**config.mk**
```make
export PLATFORM = sky130hd
export DESIGN_NAME = pending_reply_tracker
export DESIGN_NICKNAME = d
export VERILOG_FILES = /design/src/rtl/prt_pkg.sv /design/src/rtl/prt_entry_cmp.sv /design/src/rtl/pending_reply_tracker.sv
export SDC_FILE = /design/constraint.sdc
export NUM_CORES = 1
export LEC_CHECK = 0
export BUFFER_PORTS_ARGS = -buffer_cell sky130_fd_sc_hd__buf_2
export CAP_MARGIN = 20
export CORE_MARGIN = 2
export CORE_UTILIZATION = 35
export CTS_CLUSTER_SIZE = 8
export DETAILED_ROUTE_END_ITERATION = 7
export GPL_TIMING_DRIVEN = 1
export PLACE_DENSITY_LB_ADDON = 0.25
export SYNTH_ARGS = -nofsm -noshare
export SYNTH_HDL_FRONTEND = slang
export SYNTH_SLANG_ARGS = --single-unit
```
**constraint.sdc**
```tcl
create_clock -name clock -period 3.7 [get_ports clock]
set_input_delay 0.37 -clock clock [delete_from_list [all_inputs] [get_ports clock]]
set_output_delay 0.37 -clock clock [all_outputs]
set_load 0.01 [all_outputs]
```
**src/rtl/prt_pkg.sv**
```systemverilog
// Shared types and constants for the pending reply tracker.
package prt_pkg;

   localparam int TABLE_DEPTH = 16;
   localparam int HANDLE_BITS = 8;
   localparam int OPCODE_BITS = 8;
   localparam int ADDR_BITS   = $clog2(TABLE_DEPTH);
   localparam int CNT_BITS    = $clog2(TABLE_DEPTH + 1);

   typedef enum logic [1:0] {
      KIND_ADD       = 2'd0,
      KIND_SEARCH    = 2'd1,
      KIND_SET_READY = 2'd2,
      KIND_CHECK     = 2'd3
   } kind_type;

   typedef enum logic [1:0] {
      STATUS_OK        = 2'd0,
      STATUS_DUPLICATE = 2'd1,
      STATUS_FULL      = 2'd2,
      STATUS_NOT_FOUND = 2'd3
   } status_type;

   typedef struct packed {
      logic [HANDLE_BITS-1:0] handle;
      logic [OPCODE_BITS-1:0] opcode;
      logic                   ready;
   } entry_type;

   typedef struct packed {
      kind_type               kind;
      logic [HANDLE_BITS-1:0] handle;
      logic [OPCODE_BITS-1:0] opcode;
   } key_type;

endpackage

```
**src/rtl/prt_entry_cmp.sv**
```systemverilog
// Shared compare unit: tests one table entry against the held request.
module prt_entry_cmp
   import prt_pkg::*;
(
   input  entry_type entry,
   input  key_type   key,
   output logic      hit
);

   always_comb begin
      case (key.kind)
         KIND_SEARCH: hit = entry.ready || (entry.opcode == key.opcode);
         default:     hit = (entry.handle == key.handle);
      endcase
   end

endmodule

```
**src/rtl/pending_reply_tracker.sv**
```systemverilog
// Top level of the pending reply tracker: ordered table, scan sequencer, compaction.
//
// Usage: drive req_kind, req_handle and req_opcode with start high; the beat
// is taken at a rising edge where start is high and busy is low. busy stays
// high until the answer is out. Exactly one result comes back per request,
// shown on the rsp_ ports for one cycle with rsp_valid high; there is no
// back-pressure, the receiver must take it then.
//
// Timing: every request walks the table one entry per cycle through a single
// compare unit fed by the registered memory read port. A check that removes an
// entry then shifts the later entries down one slot per cycle through the
// same memory port. busy drops in the cycle the result is shown, so a new
// request may be taken in that cycle.
//
// Reset empties the table (entry count to zero) and returns the sequencer to
// idle; stored entries are not cleared, slots past the count are never compared.
module pending_reply_tracker
   import prt_pkg::*;
(
   input  logic       clock,
   input  logic       reset,
   input  logic       start,
   output logic       busy,
   input  logic [1:0] req_kind,
   input  logic [7:0] req_handle,
   input  logic [7:0] req_opcode,
   output logic       rsp_valid,
   output logic       rsp_found,
   output logic [7:0] rsp_result_handle,
   output logic       rsp_ready_res,
   output logic [1:0] rsp_status
);

   typedef enum logic [2:0] {
      ST_IDLE    = 3'b001,
      ST_SCAN    = 3'b010,
      ST_COMPACT = 3'b100
   } state_type;

   state_type             state_ff,   state_in;
   key_type               req_ff,     req_in;
   logic [CNT_BITS-1:0]   count_ff,   count_in;
   logic [CNT_BITS-1:0]   idx_ff,     idx_in;
   logic [ADDR_BITS-1:0]  chk_idx_ff, chk_idx_in;
   logic                  pend_ff,    pend_in;
   logic                  rsp_valid_ff, rsp_valid_in;
   logic                  found_ff,   found_in;
   logic [7:0]            rhandle_ff, rhandle_in;
   logic                  rdy_ff,     rdy_in;
   status_type            status_ff,  status_in;
   entry_type             rd_ff;

   entry_type             mem [TABLE_DEPTH];
   logic                  mem_we;
   logic [ADDR_BITS-1:0]  mem_waddr;
   entry_type             mem_wdata;
   logic [ADDR_BITS-1:0]  rd_addr;
   logic                  hit;

   prt_entry_cmp u_cmp (
      .entry (rd_ff),
      .key   (req_ff),
      .hit   (hit)
   );

   always_comb begin
      state_in     = state_ff;
      req_in       = req_ff;
      count_in     = count_ff;
      idx_in       = idx_ff;
      chk_idx_in   = chk_idx_ff;
      pend_in      = pend_ff;
      rsp_valid_in = 1'b0;
      found_in     = 1'b0;
      rhandle_in   = '0;
      rdy_in       = 1'b0;
      status_in    = STATUS_OK;
      mem_we       = 1'b0;
      mem_waddr    = chk_idx_ff;
      mem_wdata    = rd_ff;
      rd_addr      = idx_ff[ADDR_BITS-1:0];

      case (state_ff)
         ST_IDLE: begin
            if (start) begin
               req_in.kind   = kind_type'(req_kind);
               req_in.handle = HANDLE_BITS'(req_handle);
               req_in.opcode = req_opcode;
               idx_in        = '0;
               pend_in       = 1'b0;
               state_in      = ST_SCAN;
            end
         end

         ST_SCAN: begin
            if (pend_ff && hit) begin
               case (req_ff.kind)
                  KIND_ADD: begin
                     status_in    = STATUS_DUPLICATE;
                     rsp_valid_in = 1'b1;
                  end
                  KIND_SEARCH: begin
                     found_in     = 1'b1;
                     rhandle_in   = 8'(rd_ff.handle);
                     rsp_valid_in = 1'b1;
                  end
                  KIND_SET_READY: begin
                     mem_we          = 1'b1;
                     mem_wdata.ready = 1'b1;
                     found_in        = 1'b1;
                     rsp_valid_in    = 1'b1;
                  end
                  default: begin
                     if (rd_ff.ready) begin
                        // remove: shift later entries down from this slot
                        idx_in   = CNT_BITS'(chk_idx_ff) + CNT_BITS'(1);
                        pend_in  = 1'b0;
                        state_in = ST_COMPACT;
                     end else begin
                        found_in     = 1'b1;
                        rsp_valid_in = 1'b1;
                     end
                  end
               endcase
            end else if (idx_ff == count_ff) begin
               if (req_ff.kind == KIND_ADD) begin
                  if (count_ff == CNT_BITS'(TABLE_DEPTH)) begin
                     status_in = STATUS_FULL;
                  end else begin
                     mem_we           = 1'b1;
                     mem_waddr        = count_ff[ADDR_BITS-1:0];
                     mem_wdata.handle = req_ff.handle;
                     mem_wdata.opcode = req_ff.opcode;
                     mem_wdata.ready  = 1'b0;
                     count_in         = count_ff + CNT_BITS'(1);
                  end
               end else begin
                  status_in = STATUS_NOT_FOUND;
               end
               rsp_valid_in = 1'b1;
            end else begin
               pend_in    = 1'b1;
               chk_idx_in = idx_ff[ADDR_BITS-1:0];
               idx_in     = idx_ff + CNT_BITS'(1);
            end
            if (rsp_valid_in) begin
               state_in = ST_IDLE;
            end
         end

         ST_COMPACT: begin
            // chk_idx_ff is the slot that receives the beat now in rd_ff
            if (pend_ff) begin
               mem_we     = 1'b1;
               chk_idx_in = chk_idx_ff + ADDR_BITS'(1);
            end
            if (idx_ff != count_ff) begin
               pend_in = 1'b1;
               idx_in  = idx_ff + CNT_BITS'(1);
            end else begin
               pend_in = 1'b0;
               if (!pend_ff) begin
                  count_in     = count_ff - CNT_BITS'(1);
                  found_in     = 1'b1;
                  rdy_in       = 1'b1;
                  rsp_valid_in = 1'b1;
                  state_in     = ST_IDLE;
               end
            end
         end

         default: begin
            state_in = ST_IDLE;
         end
      endcase
   end

   always_ff @(posedge clock) begin
      if (reset) begin
         state_ff     <= ST_IDLE;
         count_ff     <= '0;
         pend_ff      <= 1'b0;
         rsp_valid_ff <= 1'b0;
      end else begin
         state_ff     <= state_in;
         count_ff     <= count_in;
         pend_ff      <= pend_in;
         rsp_valid_ff <= rsp_valid_in;
      end
   end

   always_ff @(posedge clock) begin
      req_ff     <= req_in;
      idx_ff     <= idx_in;
      chk_idx_ff <= chk_idx_in;
      if (rsp_valid_in) begin
         found_ff   <= found_in;
         rhandle_ff <= rhandle_in;
         rdy_ff     <= rdy_in;
         status_ff  <= status_in;
      end
   end

   always_ff @(posedge clock) begin
      if (mem_we) begin
         mem[mem_waddr] <= mem_wdata;
      end
      rd_ff <= mem[rd_addr];
   end

   assign busy              = (state_ff != ST_IDLE);
   assign rsp_valid         = rsp_valid_ff;
   assign rsp_found         = found_ff;
   assign rsp_result_handle = rhandle_ff;
   assign rsp_ready_res     = rdy_ff;
   assign rsp_status        = status_ff;

endmodule

```
======== Yosys cells after proc, flatten, opt, wreduce, memory -nomap -nowiden ========
Memory sizes are Yosys's and may differ from the RTL's. A register that Yosys moved wholly into a read port is not among the register bits.
Index checks and enable logic that the tools add are counted.
cells by class
  eq/ne operators ......................... 27
  multiplexer cells ....................... 71
  reduce and logical (&&, ||, !) cells .... 14
  add/sub/neg operators ................... 5
operators by type and width
  kind                                                                number
  17-bit two-way mux                                                  4
  5-bit two-way mux                                                   12
  4-bit two-way mux                                                   8
  1-bit two-way mux                                                   26
  3-bit two-way mux                                                   7
  2-bit != test, second input constant                                10
  3-bit != test, second input constant                                6
  8-bit == test                                                       2
  16-bit two-way mux                                                  1
  5-bit one-hot mux with 3 select lines                               1
  6-bit AND reduction                                                 2
  5-bit by 1-bit adder with 5-bit output, second input constant       2
  5-bit one-hot mux with 2 select lines                               1
  3-bit one-hot mux with 3 select lines                               1
  2-bit two-way mux                                                   4
  1-bit one-hot mux with 2 select lines                               4
  4-bit one-hot mux with 2 select lines                               1
  7-bit AND reduction                                                 1
  4-bit by 1-bit adder with 5-bit output, second input constant       1
  5-bit == test                                                       1
  5-bit == test, second input constant                                1
  5-bit != test                                                       1
  5-bit AND reduction                                                 1
  5-bit by 1-bit subtractor with 5-bit output, second input constant  1
  18 further kinds                                                    18
word-level totals
  memories kept ........................... 1
  word-level logic and storage cells ...... 131
  flip-flop bits (word level) ............. 49
  memory bits (writable) .................. 272
  output and inout bits ................... 14
memory list
  memory  words  width  rd ports  clocked after Yosys merged registers in  wr ports  line                         RTL
  mem     16     17     1         1                                        1         pending_reply_tracker.sv:53  entry_type mem [TABLE_DEPTH];

======== Logic depth before layout (Yosys ltp) ========
Gate-level depths: netlist of run 1.
  depth in word-level cells ............... 8
  depth in mapped cells ................... 11
  depth with buffers taken out ............ 10

======== Cells and area by module ========
A second synthesis of run 1 with hierarchy kept.
unflattened totals
  cells, all modules ...................... 716
  area total of the unflattened synthesis .. 13591.8 um2
by module, submodules not included
  module                 times used  sequential area each (um2)  cells an instance  area each (um2)
  pending_reply_tracker  1           9879.5                      692                13405.4
  prt_entry_cmp          1           0.0                         24                 186.4

======== Worst setup path after synthesis of run 1 ========
No wires, ideal clock.
  path type ............................... reg2reg
  start point ............................. register req_ff[10] (netlist name)
  end point ............................... memory mem[5][0] (netlist name) (enable)
  buffers on the path ..................... 2
  required time ........................... 3301 ps
  setup time .............................. 399 ps
  stages on the path, launching flop included .. 9
  arrival ................................. 2574 ps
  path slack .............................. 727 ps
  period minus slack after synthesis ...... 2973 ps
  cells stage by stage .................... edfxtp_1 > xor2_1 > nor4_1 > a21oi_1 > nor3b_4 > buf_6 > buf_6 > nand4_4 > a22oi_1
between the ends
  word-level cells in the longest chain between the ends .. 7
  elaborated cells between the ends (all ways) .. 9
ends and longest elaborated chain
  item                                     line                          RTL
  from (decl)                              pending_reply_tracker.sv:41   key_type req_ff, req_in;
  from (signal assigned)                   pending_reply_tracker.sv:193  req_ff <= req_in;
  8-bit == test *                          prt_entry_cmp.sv:13           default: hit = (entry.handle == key.handle);
  1-bit two-way mux *                      prt_entry_cmp.sv:11           case (key.kind)
  1-bit logical AND *                      pending_reply_tracker.sv:96   if (pend_ff && hit) begin
  1-bit two-way mux                        pending_reply_tracker.sv:96
  1-bit one-hot mux with 2 select lines    pending_reply_tracker.sv:83   case (state_ff)
  1-bit two-way mux                        pending_reply_tracker.sv:205  if (mem_we) begin
  1-bit two-way mux (implied by the code)  pending_reply_tracker.sv:206  mem[mem_waddr] <= mem_wdata;
  to (decl)                                pending_reply_tracker.sv:53
Every way passes the cells marked *; elsewhere a longest branch is shown, timed or not.

======== Worst setup path after layout of run 1 ========
  start point ............................. register req_ff[7] (netlist name)
  end point ............................... memory mem[2][8] (netlist name) (enable)
between the ends
  word-level cells in the longest chain between the ends .. 8
  elaborated cells between the ends (all ways) .. 10
ends and longest elaborated chain
  item                                     line                          RTL
  8-bit == test *                          prt_entry_cmp.sv:12           KIND_SEARCH: hit = entry.ready || (entry.opcode == key.opcode);
  1-bit logical OR *                       prt_entry_cmp.sv:12
  1-bit two-way mux *                      prt_entry_cmp.sv:11
  1-bit logical AND *                      pending_reply_tracker.sv:96
  1-bit two-way mux                        pending_reply_tracker.sv:96
  1-bit one-hot mux with 2 select lines    pending_reply_tracker.sv:83
  1-bit two-way mux                        pending_reply_tracker.sv:205
  1-bit two-way mux (implied by the code)  pending_reply_tracker.sv:206
Marks and branches as above.

==> Flow_metrics.wiki, run 1 <==
{| class="wikitable"
! Metric !! Value
|-
| TritonCTS Sinks || 338
|-
| Most used flip-flop cell after synthesis || edfxtp_1
|-
| Gate Count Post-Synth || 817
|-
| Iteration-0 DRC count of the detailed router || 600
|-
| Largest voltage drop on the vdd net || 0.342 mV
|-
| Layout area overhead || 17.8%
|-
| Area of the multi-input gates || 3770 um2
|-
| CTS tree || yes
|-
| Class of the worst hold path || in2reg
|-
| Synthesized Nets || 848
|-
| Fillers || 3432
|-
| Sequential power share || 47.9%
|-
| Via/cell ratio || 5.20
|-
| RSZ-0062 raised after global routing || false
|-
| Largest cells by area after synthesis || edfxtp_1, mux4_2, mux2i_1
|-
| Worst EP arrival || 3.33 ns
|-
| Part of the power in combinational logic || 9.2%
|-
| Die Y-Extent || 203 um
|-
| Global-route wire length before repair || 49600 um
|-
| Mean cell area of the mapped netlist || 16.9 um2
|-
| Die outline width || 203 um
|-
| Tcrit/Tclk final || 84.2%
|-
| Crit end category || register
|-
| I/O pin cnt || 35
|-
| Slew at the pin with the worst max-slew slack || 0.909 ns
|-
| Share of synthesized flip-flops with an asynchronous set or reset || 0%
|-
| Min cycle time layout || 3.12 ns
|-
| Number of standard cells in the final layout excluding fillers || 1457
|-
| Quantity of gates resized following cts || 0
|-
| Area of the core || 38800 um2
|-
| Max-cap violations || 0
|-
| NumNets Final || 932
|-
| Routed via count || 7573
|-
| Critical path cell sequence || xnor2_1 -> nand4_1 -> o211a_1 -> nor3b_4 -> o21ai_0 -> a22oi_2 -> buf_4
|-
| Number of iterations in the first detailed-routing pass || 4
|-
| Number of buffers inserted during clock tree synthesis || 48
|-
| Worst Setup Start Kind || register
|-
| Final number of hold-violating endpoints || 0
|-
| Number of antenna cells inserted || 0
|-
| Normalized max-slew margin || 39.1%
|-
| Starting Density || 35.6%
|-
| Mean routed wirelength per cell || 22.4 um
|-
| Post-synth top area share || 67.6%
|-
| Internal portion of total power || 0.00713 W
|-
| Die area || 41100 um2
|-
| Number of flops mapped to enable cells by yosys || 311
|-
| Number of cell rows || 72
|-
| Cell type with the largest total area after synthesis || edfxtp_1
|-
| Routability congestion estimate || 0.768
|-
| Half-perimeter wire length of the detailed placement result || 20600 um
|-
| Via count of the first global-routing pass || 7677
|-
| Yosys warnings || 0
|-
| Number of buffers inserted by port buffering || 34
|-
| Largest clock skew in the final design || 0.0246 ns
|-
| Post-synthesis sequential area ratio || 71.5%
|-
| Number of remaining DRC errors || 0
|-
| Clock power share || 42.9%
|-
| Worst Path Max Fanout || 17
|-
| Number of distinct library cells after synthesis || 59
|-
| Required time worst endpoint || 3.92 ns
|-
| Areal power density over the cells || 573 nW/um2
|-
| Flip-flop and latch count after synthesis || 338
|-
| Most repeated cell in the gate-level netlist after synthesis || edfxtp_1
|-
| Final Setup Violations || 0
|-
| Slowest cell on the critical path || o21ai_0
|-
| Hold Buf Count CTS || 13
|-
| Switching part of the total power || 23.5%
|-
| Clock transition at the registers of the reported paths || 0.05 ns
|-
| Max clock buf depth || 3
|-
| Overall routed net length || 32600 um
|-
| Result of the run || completed
|-
| Leakage power of the design || 5.35 nW
|-
| Most common library cells after synthesis || edfxtp_1, mux2i_1, nand2_1, o21ai_0
|-
| Post-synthesis cell area || 13800 um2
|-
| Storage element area || 9880 um2
|-
| Fraction of layout instances using a drive strength above 1 || 22.8%
|-
| Clock latency on the worst-skew pair || 0.56 ns
|-
| Overall routing resource usage || 16.2%
|-
| Placed insts || 1356
|-
| Initial antenna violation count || 1
|-
| Number of buffers added for setup after CTS || 0
|-
| Delay of the slowest cell on the worst path || 0.40 ns
|-
| Sw Pwr || 0.00219 W
|-
| Total gr overflow || 0
|-
| Root Driver || clkbuf_16
|-
| H-tree levels || 2
|-
| Final max-slew violation count || 0
|-
| Number of nets still failing antenna checks after routing || 0
|-
| Setup TNS || 0 ns
|-
| Hold slack final || 0.0394 ns
|-
| Peak clock frequency supported by timing || 0.321 GHz
|-
| Crit Path Category || reg2reg
|-
| Pin count of the biggest net entering global routing || 107
|}
[area by class of cell]
cell class                      count  area share (%)
Tap cell                          518            3.98
Timing Repair Buffer               77            3.31
Clock inverter                      4           0.323
Clock buffer                       84            8.21
Multi-Input combinational cell    424            23.2
Inverter                           12           0.277
Sequential cell                   338            60.7
[path summary, 6_finish.rpt]
check	slack, ns	from	endpoint	cells after the start
worst min-delay path	0.04	req_handle[0]	req_ff[8]$_DFFE_PP_	1
worst max register to register	0.58	req_ff[7]$_DFFE_PP_	mem[2][8]$_DFFE_PP_	7
worst min register to register	0.58	rd_ff[11]$_DFF_P_	rsp_result_handle[2]$_SDFFCE_PN0P_	1
worst max-delay path	0.58	req_ff[7]$_DFFE_PP_	mem[2][8]$_DFFE_PP_	7
[worst max-delay path: cells and delay by family (launching register included)]
kind,cells,cell delay (ns)
buffers and inverters,1,0.32
flip-flops,1,0.39
AO/OA/AOI/OAI,3,1.04
XOR/XNOR,1,0.34
AND/OR/NAND/NOR,2,0.68
[metrics by stage]
step                area, um2  power [W]  setup slack [ns]  util, %
floorplan               13800    0.00506             0.727        -
global placement        14800    0.00539             0.602     38.0
detailed placement      14800    0.00540             0.576     38.0
CTS                     16300    0.00943             0.539     41.9
global route            16300    0.00967             0.376     41.9
finish                  16300    0.00932             0.583     41.9
[logic make-up after synthesis]
group	share of synthesized area (%)
AO/OA/AOI/OAI	6.79
XOR/XNOR	1.78
adder cells (fa/ha/maj)	0.960
buffers and inverters	1.78
flip-flops	71.5
multiplexers	12.5
AND/OR/NAND/NOR	4.62
[registers in the layout (all words and copies together), names as in the netlist]
name               count
idx_ff                 5
count_ff               5
rd_ff                 17
rsp_valid              1
chk_idx_ff             4
mem                  272
rsp_found              1
req_ff                18
rsp_ready_res          1
state_ff               3
rsp_result_handle      8
pend_ff                1
rsp_status             2
[cell usage in the layout (no fill, tap or decap), types with 11 or more instances in the layout]
cell type      synthesis  routed
nand3_1               12      12
o21ai_0               41      41
nor2_1                17      16
a22oi_1               34      18
mux4_2                34      34
mux2_2                31      31
edfxtp_1             311     311
inv_1                 11      11
mux2i_1               57      57
buf_2                 14      34
a22oi_2                0      16
clkbuf_1              19      36
clkbuf_16              0      48
dlygate4sd3_1          0      13
nand2_1               41      41
a221oi_1              17      17
buf_4                  2      29
a21oi_1               27      27
dfxtp_1               27      27
xor2_1                11      11
xnor2_1               17      17
[layer usage]
| metal | wire [um] | track usage [%] |
|---|---|---|
| met3 | 2060 | 3.11 |
| met5 | 0 | 0 |
| met4 | 564 | 4.17 |
| met1 | 15800 | 24.5 |
| met2 | 14200 | 24.0 |
[power groups by stage]
| stage | Combinational [W] | Clock [W] | Sequential, W |
|---|---|---|---|
| 2_1_floorplan | 0.000546 | 0 | 0.00452 |
| 3_3_place_gp | 0.000846 | 0 | 0.00454 |
| 3_5_place_dp | 0.000858 | 0 | 0.00454 |
| 4_1_cts | 0.000869 | 0.00410 | 0.00447 |
| 5_1_grt | 0.000944 | 0.00426 | 0.00447 |
| 6_report | 0.000858 | 0.00399 | 0.00447 |
No activity file was read; power rests on OpenSTA's default activity.
==> run 2, diff against run 1 <==
- clock period: 3.7 -> 2.93 ns (I/O delays scaled with it)
==> run 2 against run 1 <==
Against the previous run: sequential power rose by 26%; largest power group unchanged; sequential cell count stayed put; die area unchanged; fmax grew 12%; hold slack improved by 0.055 ns; sequential share of layout area is 1.5 points lower; global-route usage up 0.19 points; via count increased by 1.4%; critical path type unchanged.
==> Flow_metrics.wiki, run 2 (synthesis results as in run 1) <==
{| class="wikitable"
! Metric !! Value
|-
| Most common cell after layout, fill and taps aside || edfxtp_1
|-
| Clock transition at the registers of the reported paths || 0.05 ns
|-
| Die outline width || 203 um
|-
| Area of the core || 38800 um2
|-
| Global-route wire length before repair || 50100 um
|-
| Class of the worst hold path || in2reg
|-
| Result of the run || completed
|-
| Slew at the pin with the worst max-slew slack || 0.923 ns
|-
| Biggest register || mem
|-
| Most frequent cells in the layout || edfxtp_1, mux2i_1, clkbuf_16
|-
| Fillers || 3423
|-
| Worst Setup Start Kind || register
|-
| Root Driver || clkbuf_16
|-
| Areal power density over the cells || 712 nW/um2
|-
| Number of standard cells in the final layout excluding fillers || 1481
|-
| Final max-slew violation count || 0
|-
| Worst EP arrival || 3.09 ns
|-
| Final design area excluding fillers || 16700 um2
|-
| Crit path buffers/inverters || 1
|-
| Crit Path Category || reg2reg
|-
| Normalized max-slew margin || 38.5%
|-
| Routed via count || 7680
|-
| Tcrit/Tclk final || 95.2%
|-
| Overall routed net length || 33200 um
|-
| Via count of the first global-routing pass || 7843
|-
| Final number of hold-violating endpoints || 0
|-
| Delay of the slowest cell on the worst path || 0.55 ns
|-
| CTS tree || yes
|-
| Die Y-Extent || 203 um
|-
| Largest clock skew in the final design || 0.0160 ns
|-
| Reg2Reg Depth || 7
|-
| Number of antenna cells inserted || 0
|-
| RSZ-0062 raised after global routing || false
|-
| Capturing point of the worst reg2reg path || mem[1][6]$_DFFE_PP_
|-
| Number of cell rows || 72
|-
| Leakage power of the design || 5.54 nW
|-
| Part of the power in combinational logic || 8.9%
|-
| Overall routing resource usage || 16.4%
|-
| Critical path cell sequence || xor2_1 -> nor4_1 -> a21oi_1 -> or3b_4 -> nand4_1 -> a22oi_2 -> buf_12
|-
| Switching part of the total power || 22.9%
|-
| Internal portion of total power || 0.00916 W
|-
| Routability congestion estimate || 0.795
|-
| Total gr overflow || 0
|-
| Flop2flop setup slack || 0.14 ns
|-
| Starting Density || 35.6%
|-
| Pin count of the biggest net entering global routing || 107
|-
| Min cycle time layout || 2.79 ns
|-
| Cell family contributing the most delay on the critical path || simple AND/OR/NAND/NOR gates
|-
| Die area || 41100 um2
|-
| Initial antenna violation count || 1
|-
| Max clock buf depth || 3
|-
| Slowest cell on the critical path || or3b_4
|-
| Sw Pwr || 0.00272 W
|-
| Biggest registers after layout || mem (272), req_ff (18), rd_ff (17)
|-
| Number of remaining DRC errors || 0
|-
| Max FFs per register || 272
|-
| TritonCTS Sinks || 338
|-
| Number of cells traversed by the worst hold path || 4
|-
| Largest voltage drop on the vdd net || 0.398 mV
|-
| Via/cell ratio || 5.19
|-
| Crit end category || register
|-
| Hold Path Sink || state_ff[0]$_SDFFE_PP1P_
|-
| Fraction of layout instances using a drive strength above 1 || 24.7%
|-
| Final Setup Violations || 0
|-
| Worst Path Max Fanout || 17
|-
| Placed insts || 1375
|-
| Required time worst endpoint || 3.23 ns
|-
| I/O pin cnt || 35
|-
| Final Util || 43.0%
|-
| Overall power consumption || 0.0119 W
|-
| Iteration-0 DRC count of the detailed router || 506
|-
| Half-perimeter wire length of the detailed placement result || 19400 um
|-
| Mean routed wirelength per cell || 22.4 um
|-
| Clock power share || 43.7%
|-
| NumNets Final || 959
|-
| Clock latency on the worst-skew pair || 0.55 ns
|-
| Layout area overhead || 20.9%
|-
| Number of iterations in the first detailed-routing pass || 5
|-
| Number of buffers inserted by port buffering || 34
|-
| Placed instance area || 15100 um2
|-
| Source of the worst hold timing path || start
|-
| Sequential power share || 47.5%
|-
| Peak clock frequency supported by timing || 0.358 GHz
|-
| Number of buffers inserted during clock tree synthesis || 48
|-
| H-tree levels || 2
|-
| Number of nets still failing antenna checks after routing || 0
|-
| Max-cap violations || 0
|-
| Worst reg2reg startpoint || req_ff[13]$_DFFE_PP_
|}
run 2: metal layers:
layer / vias to the layer above / track usage (%) / part of all wire (%) / wire (um)
met4: 0 / 5.47 / 2.5 / 825
met2: 194 / 25.6 / 46 / 15100
met3: 59 / 2.65 / 4.6 / 1530
met1: 3948 / 23.5 / 47 / 15700
li1: 3479 / - / - / -
met5: - / 0 / 0 / 0
run 2: area by class of cell:
class	instances	area, um2	area share [%]
clock buffers	83	1360	8.17
clock inverters	2	50.0	0.300
repair buffers	104	928	5.56
multi-input cells	424	3780	22.6
inverters	12	45.0	0.270
well taps	518	648	3.88
flip-flops and latches	338	9880	59.2
run 2: worst max path at each step:
stage	start	to	slack (ns)	cells past startpoint
after CTS	req_ff[8]$_DFFE_PP_	mem[11][14]$_DFFE_PP_	0.008	7
after detailed placement	req_ff[10]$_DFFE_PP_	mem[8][11]$_DFFE_PP_	-0.08	7
after global placement	req_ff[10]$_DFFE_PP_	mem[8][8]$_DFFE_PP_	-0.13	7
after global routing	req_ff[13]$_DFFE_PP_	mem[7][13]$_DFFE_PP_	0.02	7
after floorplan	req_ff[10]$_DFFE_PP_	mem[5][0]$_DFFE_PP_	-0.04	8
final	req_ff[13]$_DFFE_PP_	mem[1][6]$_DFFE_PP_	0.14	7
run 2: stage by stage:
| stage | hold slack, ns | setup WS, ns | setup TNS, ns |
|---|---|---|---|
| 2_1_floorplan | 0.392 | -0.0431 | -2.05 |
| 3_3_place_gp | 0.476 | -0.127 | -13.55 |
| 3_5_place_dp | 0.473 | -0.0804 | -4.43 |
| 4_1_cts | 0.0721 | 0.00815 | 0 |
| 5_1_grt | 0.115 | 0.0155 | 0 |
| 6_report | 0.0940 | 0.140 | 0 |
run 2: power groups by stage:
stage / combinational (W) / sequential [W] / clock, W
final: 0.00105 / 0.00564 / 0.00519
after global routing: 0.00116 / 0.00564 / 0.00553
after CTS: 0.00107 / 0.00564 / 0.00533
after detailed placement: 0.00105 / 0.00573 / 0
after global placement: 0.00103 / 0.00573 / 0
after floorplan: 0.000689 / 0.00570 / 0
run 2: what timing repair did:
item,4_1_cts,5_1_grt
setup buffers,0,3
endpoints found under the setup margin,209,528
gates resized for setup,2,1
endpoints found under the hold margin,18,0
pin swaps,0,3
hold buffers,18,0
run 2: worst min-delay path: stages:
cell and delay (ns):
buf_2 0.10, nor2_1 0.10, a311oi_1 0.06, o21ai_0 0.06
==> run 3, diff against run 2 <==
- CORE_ASPECT_RATIO: unset -> 1.25
- TNS_END_PERCENT: unset -> 100
==> run 3 against run 2 <==
Against the previous run: total power shrank 1.2%; die area about the same; sequential cell count stayed put; clock skew down 0.0027 ns; fmax decreased by 3.0%; critical path depth increased by 1; highest routed layer unchanged; largest power group unchanged; final cell count increased by 0.14%; routed wire length is 4.2% higher; final area grew 0.64%.
==> Flow_metrics.wiki, run 3 (synthesis results as in run 1) <==
{| class="wikitable"
! Metric !! Value
|-
| Number of nets still failing antenna checks after routing || 0
|-
| Overall routing resource usage || 17.1%
|-
| Sequential power share || 48.0%
|-
| NumNets Final || 984
|-
| Internal portion of total power || 0.00910 W
|-
| Final Setup Violations || 0
|-
| Number of cell rows || 81
|-
| Normalized max-slew margin || 43.0%
|-
| Die area || 41100 um2
|-
| Cell family contributing the most delay on the critical path || simple AND/OR/NAND/NOR gates
|-
| Area of the core || 39000 um2
|-
| Max clock buf depth || 3
|-
| Number of remaining DRC errors || 0
|-
| Fillers || 3406
|-
| Peak clock frequency supported by timing || 0.348 GHz
|-
| Global-route wire length before repair || 51300 um
|-
| Slowest cell on the critical path || edfxtp_1
|-
| H-tree levels || 2
|-
| Most frequent cells in the layout || edfxtp_1, buf_4, mux2i_1
|-
| Number of iterations in the first detailed-routing pass || 5
|-
| Layout area overhead || 21.6%
|-
| Delay of the slowest cell on the worst path || 0.46 ns
|-
| Worst EP arrival || 3.12 ns
|-
| Starting Density || 35.4%
|-
| Switching part of the total power || 22.5%
|-
| Tcrit/Tclk final || 98.2%
|-
| Die Y-Extent || 226 um
|-
| Areal power density over the cells || 699 nW/um2
|-
| Part of the power in combinational logic || 9.1%
|-
| Iteration-0 DRC count of the detailed router || 521
|-
| Clock latency on the worst-skew pair || 0.55 ns
|-
| Initial antenna violation count || 0
|-
| Most common cell after layout, fill and taps aside || edfxtp_1
|-
| Root Driver || clkbuf_16
|-
| Setup TNS || 0 ns
|-
| Max-cap violations || 0
|-
| Die outline width || 182 um
|-
| Half-perimeter wire length of the detailed placement result || 21300 um
|-
| Max FFs per register || 272
|-
| Crit path buffers/inverters || 2
|-
| Number of antenna cells inserted || 0
|-
| Final max-slew violation count || 0
|-
| Critical path cell sequence || xor2_1 -> nor4_2 -> a21oi_1 -> nor3b_4 -> buf_4 -> a31oi_2 -> a22oi_2 -> buf_4
|-
| Worst Path Max Fanout || 8
|-
| Total gr overflow || 0
|-
| Leakage power of the design || 5.65 nW
|-
| Overall routed net length || 34600 um
|-
| CTS tree || yes
|-
| Number of buffers inserted during clock tree synthesis || 48
|-
| Placed insts || 1380
|-
| Largest voltage drop on the vdd net || 0.368 mV
|-
| Fin worst setup slack || 0.0526 ns
|-
| I/O pin cnt || 35
|-
| Crit Path Category || reg2reg
|-
| Number of standard cells in the final layout excluding fillers || 1483
|-
| Via/cell ratio || 5.27
|-
| Class of the worst hold path || in2reg
|-
| Biggest register || mem
|-
| Biggest registers after layout || mem (272), req_ff (18), rd_ff (17)
|-
| Pin count of the biggest net entering global routing || 107
|-
| Routed via count || 7818
|-
| Largest clock skew in the final design || 0.0133 ns
|-
| RSZ-0062 raised after global routing || true
|-
| Worst Setup Start Kind || register
|-
| TritonCTS Sinks || 338
|-
| Routability congestion estimate || 0.802
|-
| Result of the run || completed
|-
| Required time worst endpoint || 3.17 ns
|-
| Number of buffers inserted by port buffering || 34
|-
| Hold slack final || 0.0890 ns
|-
| Final number of hold-violating endpoints || 0
|-
| Mean routed wirelength per cell || 23.3 um
|-
| Sw Pwr || 0.00264 W
|-
| Min cycle time layout || 2.88 ns
|-
| Crit end category || register
|-
| Via count of the first global-routing pass || 7799
|-
| Most frequent CP cell || buf_4
|-
| Clock transition at the registers of the reported paths || 0.05 ns
|-
| Post-Place Setup Slack || -0.127 ns
|-
| Fraction of layout instances using a drive strength above 1 || 27.1%
|-
| Slew at the pin with the worst max-slew slack || 0.855 ns
|-
| Clock power share || 42.9%
|}
[run 3: layout make-up]
type / instances / area (um2) / share of cell area [%]
inverters: 12 / 45.0 / 0.268
repair buffers: 129 / 1060 / 6.32
clock inverters: 2 / 21.3 / 0.127
flip-flops and latches: 338 / 9880 / 58.8
well taps: 498 / 623 / 3.71
clock buffers: 80 / 1360 / 8.12
multi-input cells: 424 / 3800 / 22.7
[run 3: worst paths after layout]
check / to / startpoint / cells past startpoint / slack (ns)
worst max-delay path: mem[12][3]$_DFFE_PP_ / req_ff[12]$_DFFE_PP_ / 8 / 0.05
worst min register to register: count_ff[3]$_SDFFE_PP0P_ / count_ff[3]$_SDFFE_PP0P_ / 2 / 0.59
worst max register to register: mem[12][3]$_DFFE_PP_ / req_ff[12]$_DFFE_PP_ / 8 / 0.05
worst min-delay path: state_ff[2]$_SDFFE_PP0P_ / reset / 2 / 0.09
[run 3: layer usage]
metal  wire length (um)  vias up  GRT usage (%)  part of all wire, %
met4                608        0           4.38                  1.8
met5                  0        -              0                    0
met2              17100      221           29.2                   50
met1              15100     4026           22.8                   44
met3               1720       46           2.97                  5.0
li1                   -     3525              -                    -
[run 3: worst register-to-register path, cell delays in order, from the launching register on]
cell	delay (ns)
edfxtp_1	0.46
xor2_1	0.21
nor4_2	0.37
a21oi_1	0.18
nor3b_4	0.36
buf_4	0.18
a31oi_2	0.17
a22oi_2	0.37
buf_4	0.27
[run 3: through the flow]
step	power [W]	area [um2]	util [%]
after floorplan	0.00639	13800	-
after detailed placement	0.00678	15200	38.8
after global placement	0.00676	15200	38.8
final	0.0117	16800	43.1
after CTS	0.0119	16700	42.9
after global routing	0.0122	16800	43.1
[run 3: power groups by stage]
| stage | Sequential, W | Combinational (W) | Clock (W) |
|---|---|---|---|
| 2_1_floorplan | 0.00570 | 0.000689 | 0 |
| 3_3_place_gp | 0.00572 | 0.00104 | 0 |
| 3_5_place_dp | 0.00573 | 0.00105 | 0 |
| 4_1_cts | 0.00564 | 0.00108 | 0.00514 |
| 5_1_grt | 0.00564 | 0.00117 | 0.00538 |
| 6_report | 0.00564 | 0.00107 | 0.00503 |
[run 3: what timing repair did]
action	4_1_cts	5_1_grt
setup endpoints to repair	418	431
hold buffers	18	0
gates resized for setup	1	8
hold endpoints to repair	18	0
pin swaps	0	4
buffers inserted	0	3
